===== src/isac_pkg.sv =====
// shared types and constants for the ip subnet acl classifier
// no dependencies
package isac_pkg;

    localparam logic [1:0] CMD_CLASSIFY = 2'd0;
    localparam logic [1:0] CMD_WR_ADDR  = 2'd1;
    localparam logic [1:0] CMD_WR_NET   = 2'd2;
    localparam logic [1:0] CMD_NOP      = 2'd3;

    localparam logic [1:0] KIND_BLACK   = 2'd0;
    localparam logic [1:0] KIND_WHITE   = 2'd1;
    localparam logic [1:0] KIND_NEITHER = 2'd2;

    localparam logic [1:0] ACT_PASS     = 2'd0;
    localparam logic [1:0] ACT_DROP     = 2'd1;
    localparam logic [1:0] ACT_REDIRECT = 2'd2;

    localparam logic [1:0] VERDICT_BLACK = 2'd0;
    localparam logic [1:0] VERDICT_WHITE = 2'd1;
    localparam logic [1:0] VERDICT_NONE  = 2'd3;

    localparam logic [1:0] REG_BLOCK_SOURCE = 2'd0;
    localparam logic [1:0] REG_REDIRECT     = 2'd1;

    typedef enum logic [2:0] {
        ST_IDLE,
        ST_ADDR_SCAN,
        ST_NET_WALK,
        ST_ADDR_WRITE,
        ST_RESULT
    } state_t;

    typedef struct packed {
        logic start;
        logic step;
        logic addr_write;
        logic net_write;
    } ctrl_cmd_t;

    typedef struct packed {
        logic addr_done;
        logic addr_hit;
        logic net_done;
    } ctrl_status_t;

endpackage


===== src/isac_ctrl.sv =====
// controller state machine sequencing table scans and writes
// depends on isac_pkg
module isac_ctrl (
    input  logic                  clk,
    input  logic                  rst_n,
    input  logic                  req_valid,
    input  logic [1:0]            req_cmd,
    input  logic                  req_has_ipv4,
    input  logic                  res_ready,
    output logic                  req_ready,
    output logic                  res_valid,
    output isac_pkg::ctrl_cmd_t   ctrl,
    input  isac_pkg::ctrl_status_t status
);
    import isac_pkg::*;

    state_t state_reg, state_next;
    logic   classify_reg, classify_next;

    always_ff @(posedge clk or negedge rst_n)
    begin
        if (!rst_n)
        begin
            state_reg    <= ST_IDLE;
            classify_reg <= 1'b0;
        end
        else
        begin
            state_reg    <= state_next;
            classify_reg <= classify_next;
        end
    end

    always_comb
    begin
        state_next    = state_reg;
        classify_next = classify_reg;
        unique case (state_reg)
            ST_IDLE:
            begin
                if (req_valid)
                begin
                    unique case (req_cmd)
                        CMD_CLASSIFY:
                        begin
                            classify_next = 1'b1;
                            state_next = req_has_ipv4 ? ST_ADDR_SCAN : ST_RESULT;
                        end
                        CMD_WR_ADDR:
                        begin
                            classify_next = 1'b0;
                            state_next = ST_ADDR_SCAN;
                        end
                        default:
                            state_next = ST_IDLE;
                    endcase
                end
            end
            ST_ADDR_SCAN:
            begin
                if (status.addr_done)
                begin
                    if (!classify_reg)
                        state_next = ST_ADDR_WRITE;
                    else if (status.addr_hit)
                        state_next = ST_RESULT;
                    else
                        state_next = ST_NET_WALK;
                end
            end
            ST_NET_WALK:
            begin
                if (status.net_done)
                    state_next = ST_RESULT;
            end
            ST_ADDR_WRITE:
                state_next = ST_IDLE;
            ST_RESULT:
            begin
                if (res_ready)
                    state_next = ST_IDLE;
            end
            default:
                state_next = ST_IDLE;
        endcase
    end

    always_comb
    begin
        req_ready       = 1'b0;
        res_valid       = 1'b0;
        ctrl            = '0;
        unique case (state_reg)
            ST_IDLE:
            begin
                req_ready  = 1'b1;
                ctrl.start = req_valid;
                ctrl.net_write = req_valid && (req_cmd == CMD_WR_NET);
            end
            ST_ADDR_SCAN:
                ctrl.step = !status.addr_done;
            ST_NET_WALK:
                ctrl.step = 1'b1;
            ST_ADDR_WRITE:
                ctrl.addr_write = 1'b1;
            ST_RESULT:
                res_valid = 1'b1;
            default:
                ctrl = '0;
        endcase
    end

endmodule


===== config.mk =====
export PLATFORM = sky130hd
export DESIGN_NAME = isac_ctrl
export DESIGN_NICKNAME = d
export VERILOG_FILES = /design/src/isac_pkg.sv /design/src/isac_ctrl.sv
export SDC_FILE = /design/constraint.sdc
export NUM_CORES = 1
export LEC_CHECK = 0
export BUFFER_PORTS_ARGS = -buffer_cell sky130_fd_sc_hd__buf_4
export CAP_MARGIN = 20
export CORE_AREA = 4 4 41 43
export DETAILED_ROUTE_END_ITERATION = 10
export DIE_AREA = 0 0 45 47
export SYNTH_ARGS = -nofsm -noshare
export SYNTH_HDL_FRONTEND = slang
export SYNTH_SLANG_ARGS = --single-unit

===== constraint.sdc =====
create_clock -name clk -period 2.7 [get_ports clk]
set_clock_uncertainty 0.15 [all_clocks]
set_input_delay 0.405 -clock clk [delete_from_list [all_inputs] [get_ports clk]]
set_output_delay 0.405 -clock clk [all_outputs]
set_load 0.03 [all_outputs]

; ---- After elaboration in Yosys (flattened, before gate mapping)
; Index checks and enable logic that the tools add are counted.
[totals]
ff_bits = 4
in_bits = 10
output_inout_bits = 6
word_cells = 35
[op_classes]
eq_ne = 10
mux = 16
n_reduce_logical = 7
[ops]
columns = op, n
row1 = $mux 3, 7
row2 = $pmux 3 s4, 1
row3 = $ne 2x2->1 const B, 4
row4 = $eq 3x2->1 const B, 2
row5 = $pmux 3 s2, 1
row6 = $mux 1, 5
row7 = $pmux 1 s2, 2
row8 = $reduce_and 4->1, 1
row9 = $eq 3x1->1 const B, 1
row10 = $eq 3x3->1 const B, 1
row11 = $logic_not 3->1, 1
row12 = $reduce_and 3->1, 1
row13 = $eq 2x1->1 const B, 1
row14 = $eq 2x2->1 const B, 1
row15 = $logic_not 2->1, 1
row16 = $reduce_bool 2->1, 1
row17 = $logic_and 1x1->1, 1
row18 = $logic_not 1->1, 1

; ---- Logic depth before layout (Yosys ltp)
[depth]
depth_word = 4
mapped_depth = 4
depth_no_buf = 3

; ---- Worst setup path after synthesis
; Ideal clock, no wire load.
[synth_timing]
kind = reg-to-output
startpoint = reg state_reg[2]
endpoint = out ctrl[0] in the netlist's numbering
t_arrival_ns = 1.450
setup_slack_ns = 0.695
path_stages_with_launch = 4
path_buffers = 1
path_cell_list = dfrtp_1 > buf_6 > or4b_4 > nor3b_2
[synth_rtl]
columns = item, line_no
row1 = from (decl), isac_ctrl.sv:17  ; state_t state_reg, state_next;
row2 = from (signal assigned), isac_ctrl.sv:29  ; state_reg <= state_next;
row3 = to (decl), isac_ctrl.sv:12  ; output isac_pkg::ctrl_cmd_t ctrl,

==> results.cfg <==
[floorplan]
dieArea_um2 = 2120
core.rowCount = 13
die_w_um = 45
ios = 16
start_util = 0.257
die_h_um = 47
coreArea_um2 = 1300

[power_and_ir_drop]
powerDensity_nw_per_um2 = 1080
ir_worst_vdd_uv = 405
leakagePower_nw = 0.228

[run_status]
status = finished, final reports clean

[sta]
slew_headroom = 0.768
drv_slew = 0
fmax_mhz = 444
post-route-worst-setup-slack_ns = 0.446
holdWs_ns = 0.225
post-route-period-util = 0.835
period_needed_ns = 2.25
rsz0062_at_grt = false
hold_viol = 0
worst_slew_pin_slew_ns = 0.348
setup_viol = 0
setup_tns_ns = 0

[placed_design]
dp_slack_ns = 0.694
placedInstanceArea_um2 = 444
dp_hpwl_um = 602
port_buffers = 15
routabilityCongestion = 0.670

[critical_path]
crit_slowest_cell = or4b_4
r2r_setup_slack_ns = 1.11
worstSetupEndpointType = output port
cp.arrival_ns = 1.70
path_class = reg2out
path_cells = or4b_4, nor3b_2, buf_4
worstPathRequired_ns = 2.14
cp_slowest_stage_delay_ns = 0.62
cp_max_fo = 12
critPathLaunchType = flop

[finish]
antenna_cells = 0
seq_area_um2 = 100
drive_above_1_share = 0.444
stdcell_area_um2 = 477
fin_nets = 66
final_common_cell = buf_4
fill_cells = 143
largest_reg_flops = 3
mostFrequentLayoutCells = buf_4 (15), nand2_1 (4), nor2_1 (4), dfrtp_1 (4)
syn_to_final_growth_pct = 42.7
multi_input_area_um2 = 201

[run]
max_cap_viol_count = 0

[global_route]
grt_antenna_before_repair = 0
grt_pass1_wl_mm = 1.24
gr-total-overflow = 0
grt_pass1_vias = 309
grtUsageTotal = 0.0872
grt_max_degree = 13

[clock_tree]
clock_path_buffers = 2
clock_latency_ns = 0.24
cts_setup_buffers = 0
cts_tree = done
numCtsBuffers = 3
cts_sinks = 4
root_buffer = clkbuf_4
htree_levels = 1
cts.clk_slew.worst_paths_ns = 0.03

[logic_synthesis]
synth.top_cells.by_area = dfrtp_1 (30%), nand2_1 (4.5%), nor2_1 (4.5%), or4b_4 (4.1%), nor3b_2 (3.7%)
synth_seq_area_share = 0.300
synth.distinct_cells = 25
synth_edf_count = 0
async_flop_share = 1.00
synth_area_leader_cell = dfrtp_1
synth-main-ff-cell = dfrtp_1
synth_top_cell_area_share = 0.300
synthesis.nets = 48
synth_area_per_cell_um2 = 8.79
yosysWarnings = 0
syn-cell-area_um2 = 334
ys_ff_latch = 4
syn_inst = 38

[route]
routed_wl_um = 777
drc = 0
viasPerCell = 4.64
vias = 320
dr.pass1.iters = 4
drt_iter0_markers = 17
antenna_left = 0
route.detailed.wl_per_inst_um = 11.3

[min_path]
hp-class = in2reg
==> cell families (layout without fill, tap and decap cells) <==
logic type / count (synthesis) / in the layout / share of synthesized area
buf+inv: 6 / 22 / 0.0974
flops: 4 / 4 / 0.300
simple gates: 19 / 19 / 0.363
compound gates: 8 / 8 / 0.210
mux: 1 / 1 / 0.0300
==> per-stage QoR <==
| step | util | power (mW) | cells |
|---|---|---|---|
| 2_1_floorplan | - | 0.367 | 38 |
| 3_3_place_gp | 0.341 | 0.446 | 65 |
| 3_5_place_dp | 0.341 | 0.446 | 65 |
| 4_1_cts | 0.366 | 0.527 | 69 |
| 5_1_grt | 0.366 | 0.558 | 69 |
| 6_report | 0.366 | 0.517 | 69 |
==> power by group <==
part	internal (mW)	switching [mW]	total, mW
Clock	0.0497	0.0240	0.0736
Combinational	0.136	0.159	0.295
Sequential	0.0867	0.0610	0.148
==> area by class of cell <==
type / count / area share
Clock buffer: 3 / 0.0472
Multi-Input combinational cell: 28 / 0.423
Tap cell: 15 / 0.0394
Sequential cell: 4 / 0.210
Timing Repair Buffer: 16 / 0.257
Inverter: 3 / 0.0236
==> worst paths after layout <==
kind                         startpoint            to  cells after the start
min                           res_ready  state_reg[2]                      2
min in group asynchronous         rst_n  classify_reg                      2
min reg2reg                classify_reg  classify_reg                      2
max                        state_reg[1]       ctrl[0]                      3
max reg2reg                state_reg[1]  classify_reg                      3
max in group asynchronous         rst_n  state_reg[1]                      2
==> metal layers <==
metal  share of wire  GRT usage  vias up
met4           0.022      0.105        0
met3            0.10     0.0268        2
li1                -          -      169
met2            0.47      0.127       13
met1            0.40     0.0920      136
met5               0          0        -
==> cell usage after synthesis (2+ instances only) <==
master	count
nor3_1	2
nand2_1	4
dfrtp_1	4
inv_1	3
buf_2	2
nor2_1	4
==> critical path, delay by kind of cell (launching register included) <==
kind,cells,cell delay [ns]
buf+inv,1,0.18
flops,1,0.49
simple gates,2,0.79
==> repair_timing <==
item,4_1_cts,5_1_grt
hold buffers,1,0
endpoints found under the hold margin,4,0
gates resized for setup,0,0
Power figures use the tool's default switching activity.
